## src/tmg_pkg.sv

```systemverilog
// Shared types, constants and arithmetic helpers of the torus mesh generator.
`timescale 1ns / 1ps
package tmg_pkg;

  localparam int MAX_RINGS    = 256;
  localparam int MAX_SIDES    = 256;
  localparam int CORDIC_STEPS = 18;

  localparam int COUNT_W   = 9;
  localparam int IDX_W     = 9;
  localparam int RAD_W     = 18;
  localparam int VAL_W     = 21;
  localparam int CFG_W     = 18;
  localparam int CFG_IDX_W = 3;
  localparam int REC_W     = 3;
  localparam int FACE_W    = 17;

  localparam int PHASE_W  = 32;
  localparam int Q_W      = PHASE_W + 1;
  localparam int CW       = 33;
  localparam int FRAC     = 30;
  localparam int OUT_FRAC = 16;
  localparam int TEX_LSB  = PHASE_W - OUT_FRAC - 1;
  localparam int TEX_W    = Q_W - TEX_LSB;
  localparam int ZPROD_W  = 61;

  localparam int DIV_STEP_BITS    = 8;
  localparam int DIV_STAGES       = PHASE_W / DIV_STEP_BITS;
  localparam int CORDIC_PER_STAGE = 2;
  localparam int CORDIC_STAGES    = (CORDIC_STEPS + CORDIC_PER_STAGE - 1) / CORDIC_PER_STAGE;
  localparam int ANGLE_LAT        = DIV_STAGES + CORDIC_STAGES + 2;
  localparam int BACK_LAT         = ANGLE_LAT + 3;

  localparam int QUEUE_DEPTH = 4;
  localparam int QPTR_W      = $clog2(QUEUE_DEPTH);
  localparam int QCNT_W      = $clog2(QUEUE_DEPTH + 1);

  localparam int NUM_SLOTS = 4;
  localparam int SLOT_W    = $clog2(NUM_SLOTS);

  localparam int RP_W = RAD_W + 1 + CW;
  localparam int NP_W = 63;
  localparam int A_W  = 23;
  localparam int PP_W = CW + A_W;

  localparam logic [FRAC:0]         HALF_PI_Q30  = 31'd1686629713;
  localparam logic signed [CW-1:0]  CORDIC_START = 33'sd652032874;
  localparam logic signed [63:0]    SAT_HI       = (64'sd1 <<< (VAL_W - 1)) - 64'sd1;
  localparam logic signed [63:0]    SAT_LO       = -(64'sd1 <<< (VAL_W - 1));

  localparam logic [COUNT_W-1:0] RING_COUNT_RST   = 9'd10;
  localparam logic [COUNT_W-1:0] SIDE_COUNT_RST   = 9'd10;
  localparam logic [RAD_W-1:0]   INNER_RADIUS_RST = 18'd16384;
  localparam logic [RAD_W-1:0]   OUTER_RADIUS_RST = 18'd49152;

  typedef enum logic {
    CMD_VERTEX = 1'b0,
    CMD_FACE   = 1'b1
  } cmd_t;

  typedef enum logic [REC_W-1:0] {
    REC_POSITION = 3'd0,
    REC_TEXCOORD = 3'd1,
    REC_TANGENT  = 3'd2,
    REC_NORMAL   = 3'd3,
    REC_FACE     = 3'd4
  } rec_type_t;

  typedef enum logic [CFG_IDX_W-1:0] {
    CFG_RING_COUNT     = 3'd0,
    CFG_SIDE_COUNT     = 3'd1,
    CFG_INNER_RADIUS   = 3'd2,
    CFG_OUTER_RADIUS   = 3'd3,
    CFG_CLOSED_MODE    = 3'd4,
    CFG_EMIT_NORMALS   = 3'd5,
    CFG_EMIT_TEXCOORDS = 3'd6,
    CFG_EMIT_TANGENTS  = 3'd7
  } cfg_index_t;

  typedef struct packed {
    logic [COUNT_W-1:0] ring_count;
    logic [COUNT_W-1:0] side_count;
    logic [RAD_W-1:0]   inner_radius;
    logic [RAD_W-1:0]   outer_radius;
    logic               closed_mode;
    logic               emit_normals;
    logic               emit_texcoords;
    logic               emit_tangents;
  } cfg_t;

  typedef struct packed {
    logic              is_face;
    logic [IDX_W-1:0]  ring_index;
    logic [IDX_W-1:0]  side_index;
    logic [FACE_W-1:0] face_a;
    logic [FACE_W-1:0] face_b;
    logic [FACE_W-1:0] face_c;
    logic [FACE_W-1:0] face_f;
  } item_t;

  typedef struct packed {
    logic [COUNT_W-1:0] rem;
    logic [Q_W-1:0]     q;
  } div_t;

  typedef struct packed {
    logic signed [CW-1:0] x;
    logic signed [CW-1:0] y;
    logic signed [CW-1:0] z;
  } cordic_t;

  function automatic logic [COUNT_W-1:0] clamp_count(logic [COUNT_W-1:0] v, int max_count);
    logic [COUNT_W-1:0] r;
    if (v == '0) begin
      r = COUNT_W'(1);
    end else if (v > COUNT_W'(max_count)) begin
      r = COUNT_W'(max_count);
    end else begin
      r = v;
    end
    return r;
  endfunction

  function automatic div_t div_step(div_t d, logic [COUNT_W-1:0] cnt);
    logic [COUNT_W:0] t;
    div_t r;
    r = d;
    for (int b = 0; b < DIV_STEP_BITS; b++) begin
      t = {r.rem, 1'b0};
      if (t >= {1'b0, cnt}) begin
        r.rem = COUNT_W'(t - {1'b0, cnt});
        r.q   = {r.q[Q_W-2:0], 1'b1};
      end else begin
        r.rem = COUNT_W'(t);
        r.q   = {r.q[Q_W-2:0], 1'b0};
      end
    end
    return r;
  endfunction

  function automatic logic signed [CW-1:0] atan_q30(int k);
    logic signed [CW-1:0] a;
    unique case (k)
      0:  a = 33'sd843314857;
      1:  a = 33'sd497837829;
      2:  a = 33'sd263043837;
      3:  a = 33'sd133525159;
      4:  a = 33'sd67021687;
      5:  a = 33'sd33543516;
      6:  a = 33'sd16775851;
      7:  a = 33'sd8388437;
      8:  a = 33'sd4194283;
      9:  a = 33'sd2097149;
      10: a = 33'sd1048576;
      11: a = 33'sd524288;
      12: a = 33'sd262144;
      13: a = 33'sd131072;
      14: a = 33'sd65536;
      15: a = 33'sd32768;
      16: a = 33'sd16384;
      17: a = 33'sd8192;
      18: a = 33'sd4096;
      19: a = 33'sd2048;
      20: a = 33'sd1024;
      21: a = 33'sd512;
      22: a = 33'sd256;
      23: a = 33'sd128;
      24: a = 33'sd64;
      25: a = 33'sd32;
      26: a = 33'sd16;
      27: a = 33'sd8;
      28: a = 33'sd4;
      29: a = 33'sd2;
      default: a = '0;
    endcase
    return a;
  endfunction

  function automatic cordic_t cordic_stage(cordic_t c, int first);
    logic signed [CW-1:0] dx;
    logic signed [CW-1:0] dy;
    cordic_t r;
    int k;
    r = c;
    for (int s = 0; s < CORDIC_PER_STAGE; s++) begin
      k = first + s;
      if (k < CORDIC_STEPS) begin
        dx = $signed(r.y) >>> k;
        dy = $signed(r.x) >>> k;
        if (!r.z[CW-1]) begin
          r.x = $signed(r.x) - dx;
          r.y = $signed(r.y) + dy;
          r.z = $signed(r.z) - atan_q30(k);
        end else begin
          r.x = $signed(r.x) + dx;
          r.y = $signed(r.y) - dy;
          r.z = $signed(r.z) + atan_q30(k);
        end
      end
    end
    return r;
  endfunction

  function automatic logic signed [63:0] round_shift(logic signed [63:0] v, int k);
    return (v + (64'sd1 <<< (k - 1))) >>> k;
  endfunction

  function automatic logic signed [VAL_W-1:0] sat_val(logic signed [63:0] v);
    logic signed [VAL_W-1:0] r;
    if (v > SAT_HI) begin
      r = SAT_HI[VAL_W-1:0];
    end else if (v < SAT_LO) begin
      r = SAT_LO[VAL_W-1:0];
    end else begin
      r = v[VAL_W-1:0];
    end
    return r;
  endfunction

endpackage

```

## src/tmg_fifo.sv

```systemverilog
// Short command queue between the front end and the back end.
`timescale 1ns / 1ps
module tmg_fifo (
  input  logic           clk,
  input  logic           rst,
  input  logic           push,
  input  tmg_pkg::item_t push_item,
  input  logic           pop,
  output tmg_pkg::item_t head,
  output logic           head_valid,
  output logic           full
);
  import tmg_pkg::*;

  item_t             entries [QUEUE_DEPTH];
  logic [QPTR_W-1:0] wr_ptr;
  logic [QPTR_W-1:0] rd_ptr;
  logic [QCNT_W-1:0] count;
  logic              do_pop;

  assign do_pop     = pop && (count != '0);
  assign head       = entries[rd_ptr];
  assign head_valid = (count != '0);
  assign full       = (count == QCNT_W'(QUEUE_DEPTH));

  always_ff @(posedge clk) begin
    if (rst) begin
      wr_ptr <= '0;
      rd_ptr <= '0;
      count  <= '0;
    end else begin
      if (push) begin
        wr_ptr <= wr_ptr + QPTR_W'(1);
      end
      if (do_pop) begin
        rd_ptr <= rd_ptr + QPTR_W'(1);
      end
      if (push && !do_pop) begin
        count <= count + QCNT_W'(1);
      end else if (!push && do_pop) begin
        count <= count - QCNT_W'(1);
      end
    end
  end

  always_ff @(posedge clk) begin
    if (push) begin
      entries[wr_ptr] <= push_item;
    end
  end

endmodule

```

## config.mk

```make
export PLATFORM = sky130hd
export DESIGN_NAME = tmg_fifo
export DESIGN_NICKNAME = d
export VERILOG_FILES = /design/src/tmg_pkg.sv /design/src/tmg_fifo.sv
export SDC_FILE = /design/constraint.sdc
export NUM_CORES = 1
export LEC_CHECK = 0
export BUFFER_PORTS_ARGS = -buffer_cell sky130_fd_sc_hd__buf_4
export CAP_MARGIN = 25
export CORE_AREA = 2 2 163 165
export DETAILED_ROUTE_END_ITERATION = 12
export DIE_AREA = 0 0 165 167
export GPL_TIMING_DRIVEN = 0
export PLACE_DENSITY_LB_ADDON = 0.08
export SYNTH_ARGS = -nofsm -noshare
export SYNTH_HDL_FRONTEND = slang
export SYNTH_SLANG_ARGS = --single-unit
```

## constraint.sdc

```tcl
create_clock -name clk -period 3.1 [get_ports clk]
set_clock_uncertainty 0.1 [all_clocks]
set_input_delay 0.62 -clock clk [delete_from_list [all_inputs] [get_ports clk]]
set_output_delay 0.62 -clock clk [all_outputs]
set_load 0.05 [all_outputs]
```

Yosys cells after proc, flatten, opt, wreduce, memory -nomap -nowiden
Memories as Yosys holds them, arrays and structs flattened. A register that Yosys moved wholly into a read port is not among the register bits.
Cells that the tools add are included.
Word-level totals
  memories: 1
  word-level logic and storage cells: 22
  input port bits: 91
  register bits after elaboration: 7
  RAM bits: 348
  output and inout bits: 89
Operators by class
  multiplexer cells: 6
  reduce and logical (&&, ||, !) cells: 7
  eq/ne operators: 1
  add/subtract/negate cells: 4
Memories
  entries: words 4, width 87, rd ports 1, clocked after memory_dff 1, wr ports 1, line tmg_fifo.sv:15  | item_t entries [QUEUE_DEPTH];
Operator list (count)
  two-way mux 3 bit: 2
  adder 2 x 1 -> 2 bit, second input constant: 2
  two-way mux 2 bit: 2
  adder 3 x 1 -> 3 bit, second input constant: 1
  equality test 3 bit, second input constant: 1
  logical AND 1 bit: 3
  nonzero test 3 bit: 1
  subtractor 3 x 1 -> 3 bit, second input constant: 1
  zero test 1 bit: 2
  two-way mux 1 bit: 2
  nonzero test 2 bit: 1

Logic depth before layout (Yosys ltp)
  depth in word-level cells: 5
  depth in mapped cells: 7
  gate-level depth less buffers: 7

Least setup slack after synthesis
Ideal clock, no wire load.
  path type: input to register
  start: input push
  end: memory entries[0][0] in the netlist's numbering (enable)
  stages: 1
  library setup time: 0.455 ns
  arrival time: 2.639 ns
  path slack: -0.094 ns
  required time: 2.545 ns
  path buffers: 0
  cells stage by stage: and2_1
On the way
  longest elaborated chain between the ends: 2
Ends and longest elaborated chain
  start, declared: line tmg_fifo.sv:6  | input logic push,
  two-way mux 1 bit: line tmg_fifo.sv:47  | if (push) begin
  two-way mux 1 bit (not written as such): line tmg_fifo.sv:48  | entries[wr_ptr] <= push_item;
  end, declared: line tmg_fifo.sv:15
Every way passes these cells.

==> flow_summary.ini <==
[floorplan]
start_util_pct = 50.4
io-pin-count = 180
die-height_um = 167
rows = 59
dieArea_sq_um = 27600
die_w_um = 165
core_sq_um = 25800

[sta]
tightest_slew_ps = 756
setup_violations = 0
hold_viol = 0
min_period_ps = 2930
max_freq_ghz = 0.341
rsz0062_at_grt = no
hold_slack_ps = 219
finalMaxSlewViolations = 0
finalCritPeriodShare_pct = 94.6
layout_setup_ws_ps = 168
relSlewSlack_pct = 49.6

[synth]
synth-compound-area-share_pct = 0.202
synth_top_family_by_area = multiplexers
synth_seq_cells = 357
yosys.area.top_type = edfxtp_1
ys.warnings.count = 0
synthAdderAreaFrac_pct = 0.636
synth.distinct_cells = 22
synthXorXnorAreaFrac_pct = 0.337
synthCells = 499
synth.area.top_cells = edfxtp_1 (80%), mux4_2 (15%), dfxtp_1 (1.4%)
syn_area_sq_um = 13000
synth_mux_area_share_pct = 15.2
netlist.area_leader.share_pct = 80.4
synth-simple-area-share_pct = 0.549
ys_seq_area_share_pct = 81.8
syn_area_per_cell_sq_um = 26.0
synth_fp_nets = 596

[placed_design]
place_hpwl_mm = 13.6
port_buffers = 178
pre_cts_slack_ps = 672
gp_congestion = 0.696

[setup_path]
cp_max_fo = 10
required_ps = 2380
path_class = reg -> out
critical_path_arrival_ps = 2210
crit_buf_inv = 3
cp-end-kind = output pin
r2r_cells = 7
crit_family = buffers and inverters
crit_path_cell_trace = buf_2 > clkbuf_1 > mux4_2 > buf_4
slowest_stage = clkbuf_1
max_stage_delay_ps = 590
worst-path-stages = 4
startpoint_type = flop

[detailed_routing]
wl_per_cell_um = 21.0
vias = 5797
via_per_inst = 5.37
antenna_left = 0
drt-pass1-iter-count = 6
drc = 0
wl_mm = 22.7
drtIter0Drc = 361

[global_route]
antenna_found_initial = 0
grtUsageTotal_pct = 17.1
grt_pass1_vias = 6341
busiest_layer = met2
grtUsageMet1_pct = 21.1
grt_overflow = 0
grt_max_degree = 45
grt_use_met2_pct = 29.2
grt_pass1_wl_mm = 35.0
grt_use_met3_pct = 5.21

[clock_tree]
numCtsBuffers = 36
postCtsSetupBuffers = 0
cts_sinks = 357
root_buffer = clkbuf_16
cts_buffer_depth = 3
clk_pin_slew_worst_paths_ps = 60
cts_hold_buf = 0
cts_resized = 0
worstSkewPairLatency_ps = 490
cts_tree = yes
htreeDepth = 2

[min_path]
hold_class = in -> reg
hold_path_depth = 1

[final_layout]
drive_above_1_share_pct = 45.4
n_fill_cell = 1795
syn2layout_area_growth_pct = 22.8
num_antenna_cells = 0
fin_nets = 816

[pwr]
power.density_nw_per_um2 = 877
p_leak_nw = 5.40
ir_drop_mv = 0.539

[outcome]
status = finished, final reports clean

[run]
cap_violations = 0
[layout by cell type (no fill, tap or decap), types with 2 or more instances in the layout]
cell type / instances
dfxtp_1: 9
clkbuf_16: 37
or3_1: 2
clkbuf_1: 14
buf_16: 4
bufinv_16: 2
buf_8: 3
buf_4: 178
clkinv_2: 10
mux2i_1: 2
mux4_2: 87
buf_2: 10
xor2_1: 4
clkinv_1: 5
and2_4: 4
ha_1: 5
inv_1: 3
edfxtp_1: 348
nor2_1: 7
[layer usage]
metal,vias up,wire length (um),share of wire (%)
li1,2581,-,-
met3,37,1650,7.3
met2,170,11700,52
met1,3009,8870,39
met5,-,0,0
met4,0,471,2.1
[kinds of logic (layout without fill, tap and decap cells)]
group | count (synthesis) | count (layout)
xor gates and xnor gates | 5 | 5
and+or+nand+nor | 14 | 14
AOI/OAI and AO/OA | 4 | 4
DFF | 357 | 357
buffers and inverters | 24 | 269
muxes | 89 | 89
adders and majority gates | 6 | 6
[metrics by stage]
stage | util, % | TNS, ps | cells | power [W] | cell area [sq um]
6_report | 62.0 | 0 | 1079 | 0.0140 | 16000
5_1_grt | 62.0 | 0 | 1079 | 0.0146 | 16000
4_1_cts | 62.0 | 0 | 1079 | 0.0142 | 16000
3_5_place_dp | 57.7 | 0 | 1016 | 0.0102 | 14900
3_3_place_gp | 57.3 | -48120 | 1012 | 0.0102 | 14800
2_1_floorplan | - | 0 | 499 | 0.00897 | 13000
[final timing paths]
path	startpoint	end	slack (ps)
max reg2reg	count[0]$_SDFFE_PP0P_	count[2]$_SDFFE_PP0P_	810
min	push_item[49]	entries[0][49]$_DFFE_PP_	220
min reg2reg	rd_ptr[0]$_SDFFE_PP0P_	rd_ptr[0]$_SDFFE_PP0P_	430
max	flop	head[15]	170
[final cells by class]
cell class / count / area [sq um] / share of cell area [%]
buffer: 21 / 149 / 0.933
clock buffer: 45 / 956 / 5.99
clock inverter: 18 / 136 / 0.854
inverter: 3 / 11.3 / 0.0705
multi-input combinational: 118 / 2210 / 13.9
sequential: 357 / 10600 / 66.6
tap: 335 / 419 / 2.63
timing repair buffer: 182 / 1450 / 9.06
[where the power goes]
group          total [W]  leakage, nW  switching, W  internal [W]
Sequential       0.00564         3.27     0.0000715       0.00556
Clock            0.00396        0.541       0.00162       0.00235
Combinational    0.00440         1.59       0.00276       0.00163
[worst reg2reg max path, stage by stage (launching register included)]
cell and delay (ps):
dfxtp_1 370, o31ai_1 380, ha_1 270, inv_1 80, fa_1 390, xor2_1 190, or3_1 310, a21oi_1 150
[state kept, by name, summed over array words and instances, names as in the netlist, named ones only]
| signal | flops |
|---|---|
| wr_ptr | 2 |
| entries | 348 |
| count | 3 |
| rd_ptr | 2 |
[synthesized netlist by cell type]
master / count
fa_1: 1
xnor2_1: 1
and2_1: 4
buf_8: 3
buf_6: 1
xor2_1: 4
a21oi_1: 1
o31ai_1: 1
nor3b_1: 1
nor2_1: 7
clkbuf_1: 6
mux4_2: 87
ha_1: 5
or3_1: 2
o311ai_0: 1
mux2i_1: 2
buf_12: 1
o21ai_0: 1
edfxtp_1: 348
buf_2: 10
inv_1: 3
dfxtp_1: 9
Power figures use the tool's default switching activity.
