--- config.mk ---
export PLATFORM = sky130hd
export DESIGN_NAME = tmg_front
export DESIGN_NICKNAME = d
export VERILOG_FILES = /design/src/tmg_pkg.sv /design/src/tmg_front.sv
export SDC_FILE = /design/constraint.sdc
export NUM_CORES = 1
export LEC_CHECK = 0
export BUFFER_PORTS_ARGS = -buffer_cell sky130_fd_sc_hd__buf_4
export CAP_MARGIN = 40
export CORE_ASPECT_RATIO = 1.5
export CORE_MARGIN = 2
export CORE_UTILIZATION = 30
export DETAILED_ROUTE_END_ITERATION = 10
export RECOVER_POWER = 100
export SLEW_MARGIN = 10
export SYNTH_ARGS = -nofsm -noshare
export SYNTH_HDL_FRONTEND = slang
export SYNTH_SLANG_ARGS = --single-unit
--- constraint.sdc ---
create_clock -name vclk -period 20.1
set_input_delay 3.015 -clock vclk [all_inputs]
set_output_delay 3.015 -clock vclk [all_outputs]
set_load 0.1 [all_outputs]
--- src/tmg_pkg.sv ---
// Shared types, constants and arithmetic helpers of the torus mesh generator.
`timescale 1ns / 1ps
package tmg_pkg;

  localparam int MAX_RINGS    = 256;
  localparam int MAX_SIDES    = 256;
  localparam int CORDIC_STEPS = 18;

  localparam int COUNT_W   = 9;
  localparam int IDX_W     = 9;
  localparam int RAD_W     = 18;
  localparam int VAL_W     = 21;
  localparam int CFG_W     = 18;
  localparam int CFG_IDX_W = 3;
  localparam int REC_W     = 3;
  localparam int FACE_W    = 17;

  localparam int PHASE_W  = 32;
  localparam int Q_W      = PHASE_W + 1;
  localparam int CW       = 33;
  localparam int FRAC     = 30;
  localparam int OUT_FRAC = 16;
  localparam int TEX_LSB  = PHASE_W - OUT_FRAC - 1;
  localparam int TEX_W    = Q_W - TEX_LSB;
  localparam int ZPROD_W  = 61;

  localparam int DIV_STEP_BITS    = 8;
  localparam int DIV_STAGES       = PHASE_W / DIV_STEP_BITS;
  localparam int CORDIC_PER_STAGE = 2;
  localparam int CORDIC_STAGES    = (CORDIC_STEPS + CORDIC_PER_STAGE - 1) / CORDIC_PER_STAGE;
  localparam int ANGLE_LAT        = DIV_STAGES + CORDIC_STAGES + 2;
  localparam int BACK_LAT         = ANGLE_LAT + 3;

  localparam int QUEUE_DEPTH = 4;
  localparam int QPTR_W      = $clog2(QUEUE_DEPTH);
  localparam int QCNT_W      = $clog2(QUEUE_DEPTH + 1);

  localparam int NUM_SLOTS = 4;
  localparam int SLOT_W    = $clog2(NUM_SLOTS);

  localparam int RP_W = RAD_W + 1 + CW;
  localparam int NP_W = 63;
  localparam int A_W  = 23;
  localparam int PP_W = CW + A_W;

  localparam logic [FRAC:0]         HALF_PI_Q30  = 31'd1686629713;
  localparam logic signed [CW-1:0]  CORDIC_START = 33'sd652032874;
  localparam logic signed [63:0]    SAT_HI       = (64'sd1 <<< (VAL_W - 1)) - 64'sd1;
  localparam logic signed [63:0]    SAT_LO       = -(64'sd1 <<< (VAL_W - 1));

  localparam logic [COUNT_W-1:0] RING_COUNT_RST   = 9'd10;
  localparam logic [COUNT_W-1:0] SIDE_COUNT_RST   = 9'd10;
  localparam logic [RAD_W-1:0]   INNER_RADIUS_RST = 18'd16384;
  localparam logic [RAD_W-1:0]   OUTER_RADIUS_RST = 18'd49152;

  typedef enum logic {
    CMD_VERTEX = 1'b0,
    CMD_FACE   = 1'b1
  } cmd_t;

  typedef enum logic [REC_W-1:0] {
    REC_POSITION = 3'd0,
    REC_TEXCOORD = 3'd1,
    REC_TANGENT  = 3'd2,
    REC_NORMAL   = 3'd3,
    REC_FACE     = 3'd4
  } rec_type_t;

  typedef enum logic [CFG_IDX_W-1:0] {
    CFG_RING_COUNT     = 3'd0,
    CFG_SIDE_COUNT     = 3'd1,
    CFG_INNER_RADIUS   = 3'd2,
    CFG_OUTER_RADIUS   = 3'd3,
    CFG_CLOSED_MODE    = 3'd4,
    CFG_EMIT_NORMALS   = 3'd5,
    CFG_EMIT_TEXCOORDS = 3'd6,
    CFG_EMIT_TANGENTS  = 3'd7
  } cfg_index_t;

  typedef struct packed {
    logic [COUNT_W-1:0] ring_count;
    logic [COUNT_W-1:0] side_count;
    logic [RAD_W-1:0]   inner_radius;
    logic [RAD_W-1:0]   outer_radius;
    logic               closed_mode;
    logic               emit_normals;
    logic               emit_texcoords;
    logic               emit_tangents;
  } cfg_t;

  typedef struct packed {
    logic              is_face;
    logic [IDX_W-1:0]  ring_index;
    logic [IDX_W-1:0]  side_index;
    logic [FACE_W-1:0] face_a;
    logic [FACE_W-1:0] face_b;
    logic [FACE_W-1:0] face_c;
    logic [FACE_W-1:0] face_f;
  } item_t;

  typedef struct packed {
    logic [COUNT_W-1:0] rem;
    logic [Q_W-1:0]     q;
  } div_t;

  typedef struct packed {
    logic signed [CW-1:0] x;
    logic signed [CW-1:0] y;
    logic signed [CW-1:0] z;
  } cordic_t;

  function automatic logic [COUNT_W-1:0] clamp_count(logic [COUNT_W-1:0] v, int max_count);
    logic [COUNT_W-1:0] r;
    if (v == '0) begin
      r = COUNT_W'(1);
    end else if (v > COUNT_W'(max_count)) begin
      r = COUNT_W'(max_count);
    end else begin
      r = v;
    end
    return r;
  endfunction

  function automatic div_t div_step(div_t d, logic [COUNT_W-1:0] cnt);
    logic [COUNT_W:0] t;
    div_t r;
    r = d;
    for (int b = 0; b < DIV_STEP_BITS; b++) begin
      t = {r.rem, 1'b0};
      if (t >= {1'b0, cnt}) begin
        r.rem = COUNT_W'(t - {1'b0, cnt});
        r.q   = {r.q[Q_W-2:0], 1'b1};
      end else begin
        r.rem = COUNT_W'(t);
        r.q   = {r.q[Q_W-2:0], 1'b0};
      end
    end
    return r;
  endfunction

  function automatic logic signed [CW-1:0] atan_q30(int k);
    logic signed [CW-1:0] a;
    unique case (k)
      0:  a = 33'sd843314857;
      1:  a = 33'sd497837829;
      2:  a = 33'sd263043837;
      3:  a = 33'sd133525159;
      4:  a = 33'sd67021687;
      5:  a = 33'sd33543516;
      6:  a = 33'sd16775851;
      7:  a = 33'sd8388437;
      8:  a = 33'sd4194283;
      9:  a = 33'sd2097149;
      10: a = 33'sd1048576;
      11: a = 33'sd524288;
      12: a = 33'sd262144;
      13: a = 33'sd131072;
      14: a = 33'sd65536;
      15: a = 33'sd32768;
      16: a = 33'sd16384;
      17: a = 33'sd8192;
      18: a = 33'sd4096;
      19: a = 33'sd2048;
      20: a = 33'sd1024;
      21: a = 33'sd512;
      22: a = 33'sd256;
      23: a = 33'sd128;
      24: a = 33'sd64;
      25: a = 33'sd32;
      26: a = 33'sd16;
      27: a = 33'sd8;
      28: a = 33'sd4;
      29: a = 33'sd2;
      default: a = '0;
    endcase
    return a;
  endfunction

  function automatic cordic_t cordic_stage(cordic_t c, int first);
    logic signed [CW-1:0] dx;
    logic signed [CW-1:0] dy;
    cordic_t r;
    int k;
    r = c;
    for (int s = 0; s < CORDIC_PER_STAGE; s++) begin
      k = first + s;
      if (k < CORDIC_STEPS) begin
        dx = $signed(r.y) >>> k;
        dy = $signed(r.x) >>> k;
        if (!r.z[CW-1]) begin
          r.x = $signed(r.x) - dx;
          r.y = $signed(r.y) + dy;
          r.z = $signed(r.z) - atan_q30(k);
        end else begin
          r.x = $signed(r.x) + dx;
          r.y = $signed(r.y) - dy;
          r.z = $signed(r.z) + atan_q30(k);
        end
      end
    end
    return r;
  endfunction

  function automatic logic signed [63:0] round_shift(logic signed [63:0] v, int k);
    return (v + (64'sd1 <<< (k - 1))) >>> k;
  endfunction

  function automatic logic signed [VAL_W-1:0] sat_val(logic signed [63:0] v);
    logic signed [VAL_W-1:0] r;
    if (v > SAT_HI) begin
      r = SAT_HI[VAL_W-1:0];
    end else if (v < SAT_LO) begin
      r = SAT_LO[VAL_W-1:0];
    end else begin
      r = v[VAL_W-1:0];
    end
    return r;
  endfunction

endpackage

--- src/tmg_front.sv ---
// Command classification and face index generation ahead of the queue.
`timescale 1ns / 1ps
module tmg_front (
  input  logic                          start,
  input  logic                          busy,
  input  logic                          command,
  input  logic [tmg_pkg::IDX_W-1:0]     ring_index,
  input  logic [tmg_pkg::IDX_W-1:0]     side_index,
  input  tmg_pkg::cfg_t                 cfg,
  output logic                          push,
  output tmg_pkg::item_t                item
);
  import tmg_pkg::*;

  logic [COUNT_W-1:0] rings;
  logic [COUNT_W-1:0] sides;
  logic               i_wrap;
  logic               j_wrap;
  logic               keep;
  logic [COUNT_W:0]   row_w;
  logic [19:0]        base;
  logic [19:0]        row1;
  logic [19:0]        col1;

  assign rings = clamp_count(cfg.ring_count, MAX_RINGS);
  assign sides = clamp_count(cfg.side_count, MAX_SIDES);

  always_comb begin
    i_wrap = cfg.closed_mode && ({1'b0, ring_index} + 10'd1 == {1'b0, rings});
    j_wrap = cfg.closed_mode && ({1'b0, side_index} + 10'd1 == {1'b0, sides});
    row_w  = cfg.closed_mode ? {1'b0, sides} : {1'b0, sides} + 10'd1;
    base   = 20'(ring_index) * 20'(row_w);
    row1   = i_wrap ? '0 : base + 20'(row_w);
    col1   = j_wrap ? '0 : 20'(side_index) + 20'd1;
    if (cmd_t'(command) == CMD_FACE) begin
      keep = (ring_index < rings) && (side_index < sides);
    end else begin
      keep = (ring_index <= rings) && (side_index <= sides) &&
             !(cfg.closed_mode && ((ring_index == rings) || (side_index == sides)));
    end
  end

  always_comb begin
    item.is_face    = (cmd_t'(command) == CMD_FACE);
    item.ring_index = ring_index;
    item.side_index = side_index;
    item.face_a     = FACE_W'(20'd1 + base + 20'(side_index));
    item.face_b     = FACE_W'(20'd1 + row1 + 20'(side_index));
    item.face_c     = FACE_W'(20'd1 + base + col1);
    item.face_f     = FACE_W'(20'd1 + row1 + col1);
  end

  assign push = start && !busy && keep;

endmodule

; ---- Word level (Yosys, flattened, before mapping)
; Cells that the tools add are included.
[word_totals]
register_bits = 0
input_bits = 79
output_inout_bits = 88
word_cells = 43
[op_classes]
n_addsub = 11
mul = 1
n_lt_le_gt_ge = 6
eq_ne = 4
mux = 8
n_reduce_logical = 13
[ops]
columns = operator, count
row1 = 17-bit by 10-bit adder with 17-bit output, 3
row2 = "9-bit by 1-bit adder with 10-bit output, second input constant", 4
row3 = 9-bit two-way mux, 4
row4 = "1-bit by 17-bit adder with 17-bit output, first input constant", 2
row5 = 17-bit by 9-bit adder with 17-bit output, 2
row6 = 10-bit by 9-bit == test with 1-bit output, 2
row7 = 10-bit two-way mux, 2
row8 = 9-bit == test, 2
row9 = "9-bit > comparator, second input constant", 2
row10 = 9-bit less-or-equal comparator, 2
row11 = 9-bit zero test, 2
row12 = 9-bit less-than comparator, 2
row13 = 9-bit by 10-bit multiplier with 17-bit output, 1
row14 = 17-bit two-way mux, 1
row15 = 1-bit logical AND, 8
row16 = 1-bit zero test, 2
row17 = 1-bit logical OR, 1
row18 = 1-bit two-way mux, 1

; ---- Logic depth before layout (Yosys ltp)
; Gate-level depths: netlist of the first run.
[logic_depth]
ltp_word = 10
depth_mapped = 37
mapped_depth_nobuf = 35

; ---- Least setup slack after synthesis of the first run
; Ideal clock, no wire load.
[synth_path]
kind = in2out
startpoint = input cfg[45] in the netlist's numbering
endpoint = output item[14] in the netlist's numbering
arrival_ps = 12049
t_required_ps = 17085
path_slack_ps = 5036
path_stages = 31
n_path_buf = 2
cell_sequence = buf_4 > nor4_2 > a21o_1 > buf_6 > nor4b_1 > and3_1 > xnor2_1 > nor2_1 > nand2_1 > fa_1 > inv_1 > fa_1 > ha_1 > inv_1 > fa_1 > fa_1 > inv_1 > ha_1 > and3_1 > a221oi_1 > a21oi_1 > xor2_1 > nand3_1 > o311ai_0 > o31ai_4 > ha_1 > nand2_1 > o21ai_0 > nor3b_1 > nand2_1 > xnor2_1
[synth_rtl]
columns = item, line_no
row1 = from (decl), tmg_front.sv:9  ; input tmg_pkg::cfg_t cfg,
row2 = to (decl), tmg_front.sv:11  ; output tmg_pkg::item_t item

==> impl_metrics.yaml, run 1 <==
run_status:
  status: "finished, final reports clean"
floorplan:
  core-area_mm2: 0.02487
  num_rows: 71
  initial_core_util_pct: 30.24
  die_area_mm2: 0.02638
  die_h_um: 197.9
  num_io_pins: 167
  die_w_um: 133.3
global_route:
  gr-max-usage-layer: "met2"
  grt-ovfl-total: 0
  antenna_found_initial: 0
  grt_max_degree: 18
  grt_pass1_wl_um: 35490
  use_met1_pct: 17.06
  grt_use_met3_pct: 0.5376
  grt_pass1_vias: 7330
  grt_use_total_pct: 16.41
  grtUsageMet2_pct: 34.35
critical_path:
  critPathCaptureType: "output pin"
  cp_max_fo: 9
  worstPathRequired_ns: 17.09
  cp_common_cell: "fa_1"
  crit_type: "in2out"
  cp_slowest_cell: "clkbuf_1"
  crit_arrival_ns: 12.81
  critPathLaunchType: "input pin"
  slowest_delay_ns: 0.88
sta:
  final_max_slew_viol_count: 0
  slew_headroom_pct: 21.50
  hold_viol_final: 0
  period_needed_ns: 15.83
  finalSetupViolations: 0
  tns_ns: 0
  worstMarginPinSlew_ns: 1.183
  rsz0062_at_grt: "no"
  fin_crit_sh_pct: 78.74
  fmax_ghz: 0.06318
synth:
  synth_warnings: 0
  synthTopCellsByArea: "ha_1 17%, fa_1 16%, xnor2_1 11%"
  synthTopCellsByCount: "111 x inv_1, 102 x ha_1, 98 x xnor2_1"
  yosysUniqueCellTypes: 77
  syn_avg_cell_area_um2: 7.643
  yosysMostFrequentCell: "inv_1"
  syn_area_mm2: 0.007521
  synth_top_cell_area_share_pct: 16.97
  syn_inst: 984
  yosysTopAreaCell: "ha_1"
  synth-seq-area-share_pct: 0
cts:
  ctsResizeCount: 0
  cts_setup_buffers: 0
  cts-hold-fix-buffers: 0
cells_and_area:
  fillers: 2765
  regArea_um2: 0
  nFlopsAndLatches: 0
  multi_input_area_mm2: 0.006862
  area_growth_pct: 11.38
  nets: 1326
  stdcell_area_mm2: 0.008377
  drive_gt1_share_pct: 6.377
  clockBufferCount: 0
  antenna_cells: 0
route:
  wl_per_cell_um: 15.61
  drt-vias-per-instance: 5.031
  vias: 7094
  drc: 0
  routed_wl_um: 22010
  ant_nets: 0
  drt_iter0_drc: 299
  drtPass1Iterations: 5
min_path:
  hold_path_class: "in2out"
place:
  port_buffers: 128
  globalplace.congestion: 0.8945
  hpwl_um: 18800
  dpl_cell_area_mm2: 0.008707
flow_run:
  max-cap-violations: 0
-- critical path, delay by kind of cell --
family          cells  cell delay (ns)
fa+ha+maj           7             3.16
buf+inv             6             1.45
compound gates      6             2.08
xor+xnor            3             0.54
simple gates       10             2.54
-- layout make-up --
cell class | instances | area share [%]
Tap cell | 328 | 4.899
Multi-Input combinational cell | 835 | 81.91
Timing Repair Buffer | 136 | 8.215
Inverter | 111 | 4.974
-- final timing paths --
check / from / end / cells past startpoint
max: cfg[47] / item[16] / 32
min: command / item[86] / 2
-- cell families after synthesis --
group / share of synthesized area, %
and+or+nand+nor: 24.87
AOI/OAI and AO/OA: 14.69
muxes: 0.9149
xor gates and xnor gates: 17.15
adders and majority gates: 33.21
other: 0.09985
buffers and inverters: 9.067
-- per-stage QoR --
stage	utilization (%)	worst slack (ns)	hold WS [ns]	std cells
final	33.68	4.273	6.640	1410
after global routing	33.68	3.560	6.653	1410
after CTS	35.00	4.787	6.373	1410
after detailed placement	35.00	4.833	6.373	1410
after global placement	34.83	4.534	6.373	1404
after floorplan	-	5.036	6.242	990
-- cells in the final DEF, fill, tap and decap left out, types with 9 or more instances in the layout --
| cell type | netlist | layout |
|---|---|---|
| nor4_1 | 11 | 11 |
| nand2b_1 | 9 | 9 |
| o21a_1 | 17 | 17 |
| nor3_1 | 30 | 30 |
| fa_1 | 61 | 61 |
| o21ai_0 | 22 | 22 |
| and2_1 | 43 | 43 |
| clkbuf_1 | 13 | 88 |
| a21o_1 | 17 | 17 |
| nor2b_1 | 13 | 13 |
| ha_1 | 102 | 102 |
| nand4_1 | 14 | 14 |
| buf_4 | 20 | 47 |
| a21oi_1 | 50 | 50 |
| nand3_1 | 33 | 33 |
| nand2_1 | 86 | 86 |
| and3_1 | 11 | 11 |
| inv_1 | 111 | 111 |
| xor2_1 | 43 | 43 |
| nor2_1 | 56 | 56 |
| xnor2_1 | 98 | 98 |
| o21bai_1 | 15 | 15 |
-- per-layer routing --
layer | vias to the layer above | routed length (um)
met2 | 143 | 12360
met4 | 0 | 760
met1 | 3395 | 8199
met5 | - | 0
met3 | 34 | 681
li1 | 3522 | -
Power of run 1 is not shown: default switching activity piles up to over one toggle a cycle in this logic, so the estimate is an artifact.
==> run 2, diff against run 1 <==
Clock period 20.1 ns to 13.65 ns, I/O delays scaled along.
==> run 2 against run 1 <==
Against the previous run:
- wire length is 1.9% higher
- utilization is 0.31 points higher
- die area stayed put
- highest routed layer unchanged
- global-route usage is 0.077 points higher
- hold slack worse by 1.9 ns
- critical endpoint is now item[50]
- clock-buffer cell count stayed put
- critical path depth stayed put
- cell count is 0.43% higher
- final area is 0.91% higher
- first-iteration DRC count is 14% lower
- sequential share of layout area stayed put
- non-clock buffer count is 6 higher
==> impl_metrics.yaml, run 2 (synthesized netlist as in run 1, its figures left out) <==
run_status:
  status: "finished, final reports clean"
route:
  drt-vias-per-instance: 5.139
  drtPass1Iterations: 4
  vias: 7277
  ant_nets: 0
  drt_iter0_drc: 258
  routed_wl_um: 22430
  wl_per_cell_um: 15.84
  drc: 0
place:
  globalplace.congestion: 0.8850
  port_buffers: 128
  post-place-ws_ns: 0.7065
  hpwl_um: 19220
global_route:
  grt_pass1_wl_um: 35870
  gr-max-usage-layer: "met2"
  grt_pass1_vias: 7464
  antenna_found_initial: 0
  grt_use_met3_pct: 0.4608
  use_met1_pct: 16.35
  grtUsageMet2_pct: 35.43
  grt_max_degree: 18
  grt_use_total_pct: 16.49
  grt-ovfl-total: 0
critical_path:
  critPathLaunchType: "input pin"
  crit_arrival_ns: 11.02
  startpoint: "cfg[47]"
  crit_type: "in2out"
  worstPathRequired_ns: 11.60
  cp_max_fo: 7
  critPathCaptureType: "output pin"
  slowest_delay_ns: 0.65
  cp-endpoint: "item[50]"
  cp_common_cell: "fa_1"
  cp_slowest_cell: "fa_1"
cells_and_area:
  antenna_cells: 0
  final_cell_mix: "111 x inv_1, 102 x ha_1, 98 x xnor2_1"
  drive_gt1_share_pct: 8.456
  mostFrequentLayoutCell: "inv_1"
  nFlopsAndLatches: 0
  area_growth_pct: 12.39
  regArea_um2: 0
  clockBufferCount: 0
  nets: 1332
sta:
  final_max_slew_viol_count: 0
  tns_ns: 0
  whs_ns: 4.705
  fin_crit_sh_pct: 95.71
  rsz0062_at_grt: "no"
  finalSetupViolations: 0
  hold_viol_final: 0
  fmax_ghz: 0.07654
  fin_ws_ns: 0.5854
  period_needed_ns: 13.06
  worstMarginPinSlew_ns: 1.186
  slew_headroom_pct: 21.29
floorplan:
  die_w_um: 133.3
  initial_core_util_pct: 30.24
  num_io_pins: 167
  num_rows: 71
  die_h_um: 197.9
  die_area_mm2: 0.02638
  core-area_mm2: 0.02487
cts:
  cts_setup_buffers: 0
  ctsResizeCount: 0
  cts-hold-fix-buffers: 0
min_path:
  hold_path_class: "in2out"
flow_run:
  max-cap-violations: 0
==> run 2: worst min path at each step <==
stage | startpoint | to | slack [ns] | depth (start not counted)
finish | command | item[86] | 4.71 | 2
global route | command | item[86] | 4.72 | 2
floorplan | side_index[0] | item[68] | 4.31 | 1
detailed placement | command | item[86] | 4.44 | 2
CTS | command | item[86] | 4.44 | 2
global placement | command | item[86] | 4.44 | 2
==> run 2: critical path, delay by kind of cell <==
family | cells | cell delay, ns
AOI/OAI and AO/OA | 4 | 0.78
and+or+nand+nor | 11 | 3.39
buffers and inverters | 6 | 0.93
adders and majority gates | 7 | 3.10
xor gates and xnor gates | 4 | 0.77
==> run 2: per-layer routing <==
layer	routed length, um	share of wire [%]
met1	8253	37
met2	12730	57
met3	622	2.8
met4	822	3.7
met5	0	0
==> run 2: per-stage QoR <==
| stage | area (um^2) | cells | util [%] |
|---|---|---|---|
| 6_report | 8453 | 1416 | 33.98 |
| 5_1_grt | 8453 | 1416 | 33.98 |
| 4_1_cts | 8755 | 1416 | 35.20 |
| 3_5_place_dp | 8755 | 1416 | 35.20 |
| 3_3_place_gp | 8740 | 1414 | 35.14 |
| 2_1_floorplan | 7543 | 990 | - |
==> run 2: cell type report <==
class / instances / area, um^2
fill: 2783 / 16420
multi-input combinational: 835 / 6862
timing repair buffer: 142 / 764.5
inverter: 111 / 416.7
tap: 328 / 410.4
Power of run 2 is left out for the same reason.
==> run 3, diff against run 2 <==
Settings changed: CORE_ASPECT_RATIO 1.5 to unset.
==> run 3 against run 2 <==
Against the previous run:
- critical path depth increased by 1
- flip-flop and latch count unchanged
- via count decreased by 1.8%
- utilization increased by 0.56 points
- non-clock buffer count increased by 1
- sequential share of layout area unchanged
- wire length decreased by 7.0%
- final area about the same
- critical path type unchanged
- cell count decreased by 0.21%
- global-route usage decreased by 0.64 points
- clock-buffer cell count unchanged
- worst setup slack improved by 0.22 ns
- highest routed layer unchanged
==> impl_metrics.yaml, run 3 (synthesized netlist as in run 1, its figures left out) <==
sta:
  fin_ws_ns: 0.8041
  rsz0062_at_grt: "no"
  slew_headroom_pct: 20.61
  hold_viol_final: 0
  final_max_slew_viol_count: 0
  finalSetupViolations: 0
  fin_crit_sh_pct: 94.11
  fmax_ghz: 0.07785
  period_needed_ns: 12.85
  tns_ns: 0
  worstMarginPinSlew_ns: 1.196
cts:
  ctsResizeCount: 0
  cts-hold-fix-buffers: 0
  cts_setup_buffers: 0
global_route:
  grt_pass1_wl_um: 34860
  grt_pass1_vias: 7224
  grt_use_total_pct: 15.85
  grt_max_degree: 18
  grt-ovfl-total: 0
  antenna_found_initial: 0
cells_and_area:
  fillers: 2658
  final_cell_mix: "111 x inv_1, 102 x ha_1, 98 x xnor2_1"
  area_growth_pct: 12.36
  mostFrequentLayoutCell: "inv_1"
  drive_gt1_share_pct: 8.540
  regArea_um2: 0
  nets: 1333
  nFlopsAndLatches: 0
  antenna_cells: 0
  final_util_pct: 34.55
  clockBufferCount: 0
critical_path:
  cp_max_fo: 11
  critPathBufInv: 6
  slowest_delay_ns: 0.55
  worstPathRequired_ns: 11.60
  crit_type: "in2out"
  crit_arrival_ns: 10.80
  critPathLaunchType: "input pin"
  critPathCaptureType: "output pin"
  cp_slowest_cell: "nor4b_1"
  cp_top_family: "simple AND/OR/NAND/NOR gates"
floorplan:
  num_io_pins: 167
  num_rows: 57
  die_h_um: 162.3
  die_area_mm2: 0.02635
  die_w_um: 162.3
  initial_core_util_pct: 30.75
  core-area_mm2: 0.02446
route:
  wl_per_cell_um: 14.76
  drt_iter0_drc: 277
  routed_wl_um: 20860
  vias: 7145
  drt-vias-per-instance: 5.057
  drc: 0
  ant_nets: 0
  drtPass1Iterations: 4
place:
  globalplace.congestion: 0.8610
  hpwl_um: 17970
  post-place-ws_ns: 0.9158
  port_buffers: 128
run_status:
  status: "finished, final reports clean"
flow_run:
  max-cap-violations: 0
min_path:
  hold_path_class: "in2out"
## run 3: cell count changes in the layout (fill, tap and decap cells not counted), sizes merged
cell / change
clkbuf: +4
buf: -3
## run 3: worst paths after layout
kind | startpoint | endpoint | depth (start not counted)
setup / recovery | cfg[48] | item[15] | 33
hold / removal | command | item[86] | 2
## run 3: metal layers
layer / vias to the layer above / part of all wire (%) / GRT usage [%]
met5: - / 0 / 0
met4: 0 / 2.6 / 4.103
met3: 30 / 4.2 / 0.7894
met2: 159 / 50 / 30.29
met1: 3418 / 43 / 19.30
li1: 3538 / - / -
## run 3: layout make-up
class	instances	area [um^2]	area share, %
multi-input combinational	835	6862	81.20
inverter	111	416.7	4.930
timing repair buffer	143	767.0	9.076
tap	324	405.4	4.797
## run 3: through the flow
step,hold WS (ns),std cells,area [um^2]
after global routing,4.718,1413,8451
final,4.707,1413,8451
after global placement,4.437,1410,8735
after CTS,4.439,1413,8757
after floorplan,4.307,990,7543
after detailed placement,4.439,1413,8757
Power of run 3 is left out for the same reason.
